<file path="config.mk">
export PLATFORM = sky130hd
export DESIGN_NAME = stereo_width_smoothed
export DESIGN_NICKNAME = d
export VERILOG_FILES = /design/src/rtl/swsm_pkg.sv /design/src/rtl/stereo_width_smoothed.sv /design/src/rtl/swsm_mul.sv
export SDC_FILE = /design/constraint.sdc
export NUM_CORES = 2
export LEC_CHECK = 0
export ABC_AREA = 1
export BUFFER_PORTS_ARGS = -buffer_cell sky130_fd_sc_hd__buf_2
export CAP_MARGIN = 40
export CORE_MARGIN = 10
export CORE_UTILIZATION = 35
export CTS_BUF_LIST = sky130_fd_sc_hd__clkbuf_2 sky130_fd_sc_hd__clkbuf_4 sky130_fd_sc_hd__clkbuf_8
export DETAILED_ROUTE_END_ITERATION = 10
export PLACE_DENSITY_LB_ADDON = 0.12
export SYNTH_ARGS = -nofsm -noshare
export SYNTH_HDL_FRONTEND = slang
export SYNTH_HIERARCHICAL = 1
export SYNTH_SLANG_ARGS = --single-unit
</file>
<file path="constraint.sdc">
create_clock -name clk -period 10.3 [get_ports clk]
set_input_delay 0.515 -clock clk [delete_from_list [all_inputs] [get_ports clk]]
set_output_delay 0.515 -clock clk [all_outputs]
set_load 0.02 [all_outputs]
</file>
<file path="src/rtl/swsm_pkg.sv">
// Types and constants of the smoothed stereo width block.
`timescale 1ns / 1ps

package swsm_pkg;

	localparam int SAMPLE_BITS = 24;
	localparam int GAIN_W      = 32;
	localparam int COEF_W      = 16;
	localparam int CFG_W       = 16;
	localparam int CFG_IDX_W   = 2;

	localparam int MUL_A_W = GAIN_W + 1;
	localparam int DLR_W   = SAMPLE_BITS + 1;
	localparam int MUL_B_W = (DLR_W > COEF_W + 1) ? DLR_W : COEF_W + 1;
	localparam int PROD_W  = MUL_A_W + MUL_B_W;
	// scaled side term fits in SAMPLE_BITS + 3 bits, and so do mid +/- side
	localparam int MIX_W   = SAMPLE_BITS + 3;

	localparam logic [CFG_IDX_W-1:0] REG_SIDE_TARGET    = CFG_IDX_W'(0);
	localparam logic [CFG_IDX_W-1:0] REG_SMOOTHING_COEF = CFG_IDX_W'(1);

	localparam logic [CFG_W-1:0]  TARGET_RESET = 16'd16384;
	localparam logic [COEF_W-1:0] COEF_RESET   = 16'd4096;
	localparam logic [CFG_W-1:0]  TARGET_MAX   = 16'd32768;
	localparam logic [GAIN_W-1:0] GAIN_UNITY   = 32'h4000_0000;

	localparam logic signed [PROD_W-1:0] HALF_STEP = PROD_W'(1) << 15;
	localparam logic signed [PROD_W-1:0] HALF_SIDE = PROD_W'(1) << 29;

	localparam logic signed [MUL_A_W-1:0] SNAP_HI = MUL_A_W'(1024);
	localparam logic signed [MUL_A_W-1:0] SNAP_LO = -MUL_A_W'(1024);

	localparam logic signed [SAMPLE_BITS-1:0] SAT_MAX = {1'b0, {(SAMPLE_BITS-1){1'b1}}};
	localparam logic signed [SAMPLE_BITS-1:0] SAT_MIN = {1'b1, {(SAMPLE_BITS-1){1'b0}}};

	typedef enum logic [2:0] {
		ST_IDLE,
		ST_STEP,
		ST_GAIN,
		ST_SIDE,
		ST_MIX
	} state_t;

	typedef struct packed {
		logic en;
		logic side;
	} mul_ctrl_t;

endpackage

</file>
<file path="src/rtl/stereo_width_smoothed.sv">
// Mid/side stereo width with a gain that eases toward its target frame by frame.
// Each frame of two signed samples is split into mid and side; side is scaled by
// a Q2.30 gain that takes one rounded one-pole step toward side_target (Q2.14,
// clamped to 2.0) per frame, with smoothing_coef as Q0.16 weight. Outputs are
// mid +/- scaled side, rounded half up, saturated, with clipped set on overflow.
// On a frame marked block_end the gain snaps to the target once within 2^-20.
// A frame runs through the step, gain, side and mix states from acceptance to a
// result in the output register; its two products go one after the other through
// a single shared multiplier, with the gain update between them. in_stall is
// high in all states but idle, so a new frame is taken only after the last
// leaves the mix state; the mix state holds, and in_stall with it, while a
// stalled result word still sits in the output register. The output register
// lets the next frame run while a result waits. Write the registers while idle.
`timescale 1ns / 1ps

module stereo_width_smoothed import swsm_pkg::*; (
	input  logic                          clk,
	input  logic                          arst_n,
	input  logic                          in_valid,
	output logic                          in_stall,
	input  logic signed [SAMPLE_BITS-1:0] left_in,
	input  logic signed [SAMPLE_BITS-1:0] right_in,
	input  logic                          block_end,
	output logic                          out_valid,
	input  logic                          out_stall,
	output logic signed [SAMPLE_BITS-1:0] left_out,
	output logic signed [SAMPLE_BITS-1:0] right_out,
	output logic                          clipped,
	input  logic                          cfg_we,
	input  logic        [CFG_IDX_W-1:0]   cfg_index,
	input  logic        [CFG_W-1:0]       cfg_data
);

	state_t state_q, state_d;

	logic [CFG_W-1:0]  target_q;
	logic [COEF_W-1:0] coef_q;
	logic [GAIN_W-1:0] gain_q;
	logic [GAIN_W-1:0] t_q;

	logic signed [MUL_A_W-1:0] diff_q;
	logic signed [DLR_W-1:0]   dlr_q;
	logic signed [DLR_W-1:0]   sum_q;
	logic                      end_q;

	logic signed [PROD_W-1:0] prod_q;
	mul_ctrl_t                mul_ctrl;

	logic                   in_fire;
	logic                   out_free;
	logic                   gain_load;
	logic                   mix_fire;
	logic [CFG_W-1:0]       tq;
	logic [GAIN_W-1:0]      t_new;

	logic signed [PROD_W-1:0]  step_full;
	logic signed [PROD_W-1:0]  side_full;
	logic signed [MIX_W-1:0]   side_s;
	logic signed [MIX_W-1:0]   lsum;
	logic signed [MIX_W-1:0]   rsum;
	logic signed [MIX_W-1:0]   lrnd;
	logic signed [MIX_W-1:0]   rrnd;
	logic signed [SAMPLE_BITS-1:0] lsat;
	logic signed [SAMPLE_BITS-1:0] rsat;
	logic                      lclip;
	logic                      rclip;
	logic signed [MUL_A_W-1:0] snap_d;
	logic                      snap;

	logic                          out_valid_q;
	logic signed [SAMPLE_BITS-1:0] left_out_q;
	logic signed [SAMPLE_BITS-1:0] right_out_q;
	logic                          clipped_q;

	assign in_fire  = in_valid && !in_stall;
	assign out_free = !out_valid_q || !out_stall;

	// config registers
	always_ff @(posedge clk or negedge arst_n) begin
		if (!arst_n) begin
			target_q <= TARGET_RESET;
			coef_q   <= COEF_RESET;
		end else if (cfg_we) begin
			case (cfg_index)
				REG_SIDE_TARGET:    target_q <= cfg_data;
				REG_SMOOTHING_COEF: coef_q   <= COEF_W'(cfg_data);
				default: ;
			endcase
		end
	end

	assign tq    = (target_q > TARGET_MAX) ? TARGET_MAX : target_q;
	assign t_new = {tq, 16'd0};

	// sequencer
	always_ff @(posedge clk or negedge arst_n) begin
		if (!arst_n)
			state_q <= ST_IDLE;
		else
			state_q <= state_d;
	end

	always_comb begin
		state_d = state_q;
		case (state_q)
			ST_IDLE: if (in_valid) state_d = ST_STEP;
			ST_STEP: state_d = ST_GAIN;
			ST_GAIN: state_d = ST_SIDE;
			ST_SIDE: state_d = ST_MIX;
			ST_MIX:  if (out_free) state_d = ST_IDLE;
			default: state_d = ST_IDLE;
		endcase
	end

	always_comb begin
		in_stall      = 1'b1;
		mul_ctrl.en   = 1'b0;
		mul_ctrl.side = 1'b0;
		gain_load     = 1'b0;
		mix_fire      = 1'b0;
		case (state_q)
			ST_IDLE: in_stall = 1'b0;
			ST_STEP: mul_ctrl.en = 1'b1;
			ST_GAIN: gain_load = 1'b1;
			ST_SIDE: begin
				mul_ctrl.en   = 1'b1;
				mul_ctrl.side = 1'b1;
			end
			ST_MIX:  mix_fire = out_free;
			default: in_stall = 1'b1;
		endcase
	end

	// frame capture
	always_ff @(posedge clk) begin
		if (in_fire) begin
			t_q    <= t_new;
			diff_q <= $signed({1'b0, t_new}) - $signed({1'b0, gain_q});
			dlr_q  <= DLR_W'(left_in) - DLR_W'(right_in);
			sum_q  <= DLR_W'(left_in) + DLR_W'(right_in);
			end_q  <= block_end;
		end
	end

	swsm_mul u_mul (
		.clk    (clk),
		.ctrl   (mul_ctrl),
		.diff   (diff_q),
		.coef   (coef_q),
		.dlr    (dlr_q),
		.gain   (gain_q),
		.prod_q (prod_q)
	);

	// rounded step; result stays in 0..2^31 so wraparound add is exact
	assign step_full = (prod_q + HALF_STEP) >>> 16;

	assign side_full = (prod_q + HALF_SIDE) >>> 30;
	assign side_s    = side_full[MIX_W-1:0];
	assign lsum      = MIX_W'(sum_q) + side_s;
	assign rsum      = MIX_W'(sum_q) - side_s;
	assign lrnd      = (lsum + MIX_W'(1)) >>> 1;
	assign rrnd      = (rsum + MIX_W'(1)) >>> 1;

	always_comb begin
		lclip = 1'b1;
		rclip = 1'b1;
		if (lrnd > MIX_W'(SAT_MAX))
			lsat = SAT_MAX;
		else if (lrnd < MIX_W'(SAT_MIN))
			lsat = SAT_MIN;
		else begin
			lsat  = lrnd[SAMPLE_BITS-1:0];
			lclip = 1'b0;
		end
		if (rrnd > MIX_W'(SAT_MAX))
			rsat = SAT_MAX;
		else if (rrnd < MIX_W'(SAT_MIN))
			rsat = SAT_MIN;
		else begin
			rsat  = rrnd[SAMPLE_BITS-1:0];
			rclip = 1'b0;
		end
	end

	assign snap_d = $signed({1'b0, gain_q}) - $signed({1'b0, t_q});
	assign snap   = end_q && (snap_d > SNAP_LO) && (snap_d < SNAP_HI);

	always_ff @(posedge clk or negedge arst_n) begin
		if (!arst_n)
			gain_q <= GAIN_UNITY;
		else if (gain_load)
			gain_q <= gain_q + step_full[GAIN_W-1:0];
		else if (mix_fire && snap)
			gain_q <= t_q;
	end

	// output register
	always_ff @(posedge clk or negedge arst_n) begin
		if (!arst_n)
			out_valid_q <= 1'b0;
		else if (mix_fire)
			out_valid_q <= 1'b1;
		else if (!out_stall)
			out_valid_q <= 1'b0;
	end

	always_ff @(posedge clk) begin
		if (mix_fire) begin
			left_out_q  <= lsat;
			right_out_q <= rsat;
			clipped_q   <= lclip || rclip;
		end
	end

	assign out_valid = out_valid_q;
	assign left_out  = left_out_q;
	assign right_out = right_out_q;
	assign clipped   = clipped_q;

endmodule

</file>
<file path="src/rtl/swsm_mul.sv">
// Shared signed multiplier with operand select and registered product.
`timescale 1ns / 1ps

module swsm_mul import swsm_pkg::*; (
	input  logic                       clk,
	input  mul_ctrl_t                  ctrl,
	input  logic signed [MUL_A_W-1:0]  diff,
	input  logic        [COEF_W-1:0]   coef,
	input  logic signed [DLR_W-1:0]    dlr,
	input  logic        [GAIN_W-1:0]   gain,
	output logic signed [PROD_W-1:0]   prod_q
);

	logic signed [MUL_A_W-1:0] op_a;
	logic signed [MUL_B_W-1:0] op_b;

	// gain step: (target - gain) * coef; side: (L - R) * gain
	always_comb begin
		if (ctrl.side) begin
			op_a = $signed({1'b0, gain});
			op_b = MUL_B_W'(dlr);
		end else begin
			op_a = diff;
			op_b = MUL_B_W'($signed({1'b0, coef}));
		end
	end

	always_ff @(posedge clk) begin
		if (ctrl.en)
			prod_q <= op_a * op_b;
	end

endmodule

</file>
==> out/qor.json <==
{
  "sta": {
    "worstMarginPinSlew_ns": 0.950,
    "clock.fmax_mhz": 115,
    "rsz_0062_raised_after_global_routing": "false",
    "timing.setup.tns_ns": 0,
    "final.min_clock_period_ns": 8.69,
    "skew_ns": 0.0530,
    "timing.final.crit_share_pct": 84.4,
    "finalHoldViolations": 0,
    "timing.max_slew.rel_slack_pct": 36.6,
    "finalSetupViolCount": 0,
    "slew_limit_fails": 0
  },
  "clock_network": {
    "holdBufCountCts": 3,
    "cts.sinks": 258,
    "clock-root-buffer": "sky130_fd_sc_hd__clkbuf_8",
    "tritoncts.num_buffers": 55,
    "clock_latency_ns": 0.75,
    "htreeDepth": 2,
    "cts_tree": "done",
    "cts_repair_resizes": 0,
    "post-cts-setup-buffer-count": 0,
    "cts_max_path_buffers": 3,
    "worst_path_clk_slew_ns": 0.06
  },
  "detailed_routing": {
    "wl_per_cell_um": 21.9,
    "detailroute.via_count": 42200,
    "routed_wl_mm": 187,
    "first_iter_violations": 3358,
    "first_pass_iters": 6,
    "remaining_drc_errors": 0,
    "ant_nets": 0,
    "vias_per_std_cell": 4.94
  },
  "synth": {
    "postSynthCellCount": 6490,
    "syn_area_per_cell_sq_um": 7.80,
    "synthesis.yosys.warnings": 6,
    "syn-cell-area_sq_mm": 0.0506
  },
  "floorplan": {
    "die_width_um": 400,
    "coreArea_sq_mm": 0.144,
    "design.portCount": 123,
    "floorplan.die_area_sq_mm": 0.160,
    "die_height_um": 400,
    "floorplan.initialDensity_pct": 35.2,
    "fp-row-count": 139
  },
  "setup_path": {
    "cp_data_required_time_ns": 10.79,
    "critical_path.endpoint_type": "flip-flop",
    "worst_path_largest_cell_delay_ns": 0.65,
    "path_delay_family": "adder cells",
    "crit_path_max_fanout": 40,
    "startpoint_type": "flip-flop",
    "critPathMostFrequentCell": "sky130_fd_sc_hd__fa_1",
    "critical_path.slowest_cell": "sky130_fd_sc_hd__fa_1",
    "critical_path_buf_inv_count": 6,
    "cp_data_arrival_time_ns": 9.18,
    "crit_type": "flip-flop to flip-flop"
  },
  "global_route": {
    "grt_pass1_vias": 43600,
    "gr-usage-all-layers_pct": 23.3,
    "maximum_number_of_pins_on_one_net_before_global_route_repair": 63,
    "antenna_violations_before_repair": 2,
    "grt_first_pass_wirelength_mm": 284,
    "overflow": 0
  },
  "layout": {
    "layout.cells.most_common": "sky130_fd_sc_hd__inv_1",
    "layout.nets": 7874,
    "area.growth.synth_to_final_pct": 8.41,
    "fillCellCount": 15200,
    "drive_gt1_share_pct": 6.65,
    "layout_common_cells": "sky130_fd_sc_hd__inv_1, sky130_fd_sc_hd__nand2_1, sky130_fd_sc_hd__fa_1"
  },
  "outcome": {
    "outcome": "complete, no violations"
  },
  "hold_path": {
    "timing.hold.worst.class": "input pin to flip-flop"
  },
  "place": {
    "detailedPlacementHpwl_mm": 159,
    "io_buffer_count": 122,
    "globalplace.congestion": 0.960
  },
  "job": {
    "drv_cap": 0
  }
}
final cells by class:
| cell class | instances | area [sq um] | share of cell area [%] |
|---|---|---|---|
| clock buffers | 80 | 976 | 1.78 |
| well taps | 1903 | 2380 | 4.34 |
| inverters | 1511 | 5670 | 10.3 |
| multi-input cells | 4579 | 36800 | 67.2 |
| repair buffers | 203 | 1400 | 2.55 |
| diodes | 1 | 2.50 | 0.00456 |
| clock inverters | 17 | 165 | 0.301 |
| flip-flops and latches | 258 | 7410 | 13.5 |
per-layer routing:
metal	GRT usage, %	vias up	share of wire, %
li1	-	19600	-
met1	33.0	21100	46
met2	37.4	1343	45
met3	3.26	172	6.1
met4	5.18	0	2.5
met5	0	-	0
per-stage QoR:
| step | setup slack, ns | hold slack, ns | util [%] | cell area, sq um | cells |
|---|---|---|---|---|---|
| 5_1_grt | 1.01 | 0.0632 | 38.2 | 54900 | 8552 |
| 4_1_cts | 1.60 | 0.00128 | 38.2 | 54800 | 8551 |
| 3_5_place_dp | 1.58 | 0.358 | 37.4 | 53700 | 8451 |
| 3_3_place_gp | 1.67 | 0.469 | 37.2 | 53400 | 8437 |
| 2_1_floorplan | 3.07 | 0.219 | - | 50700 | 6504 |
| 6_report | 1.61 | 0.0774 | 38.2 | 54900 | 8552 |
tightest hold or removal path, stage by stage:
cell and delay (ns):
sky130_fd_sc_hd__buf_2 0.10, sky130_fd_sc_hd__inv_1 0.05, sky130_fd_sc_hd__o21ai_0 0.08
flip-flops by register name, indices dropped and copies added (netlist names):
signal	flops
right_out	24
coef_q	16
target_q	16
sum_q	24
t_q	16
u_mul/prod_q	42
end_q	1
left_out	24
dlr_q	25
state_q	3
out_valid	1
gain_q	32
diff_q	33
clipped	1
final timing paths:
kind / start / end / slack (ns) / depth (start not counted)
max in group asynchronous: arst_n / coef_q[12] / 9.52 / 3
hold / removal: cfg_data[8] / target_q[8] / 0.08 / 3
setup reg to reg: state_q[0] / u_mul/prod_q[52] / 1.61 / 25
setup / recovery: state_q[0] / u_mul/prod_q[52] / 1.61 / 25
min in group asynchronous: arst_n / gain_q[18] / 0.18 / 2
hold reg to reg: target_q[1] / target_q[1] / 0.49 / 2
Power is left out: the tool's default activity adds up to more than one toggle a clock period on the data nets, which glitch-free logic cannot reach.
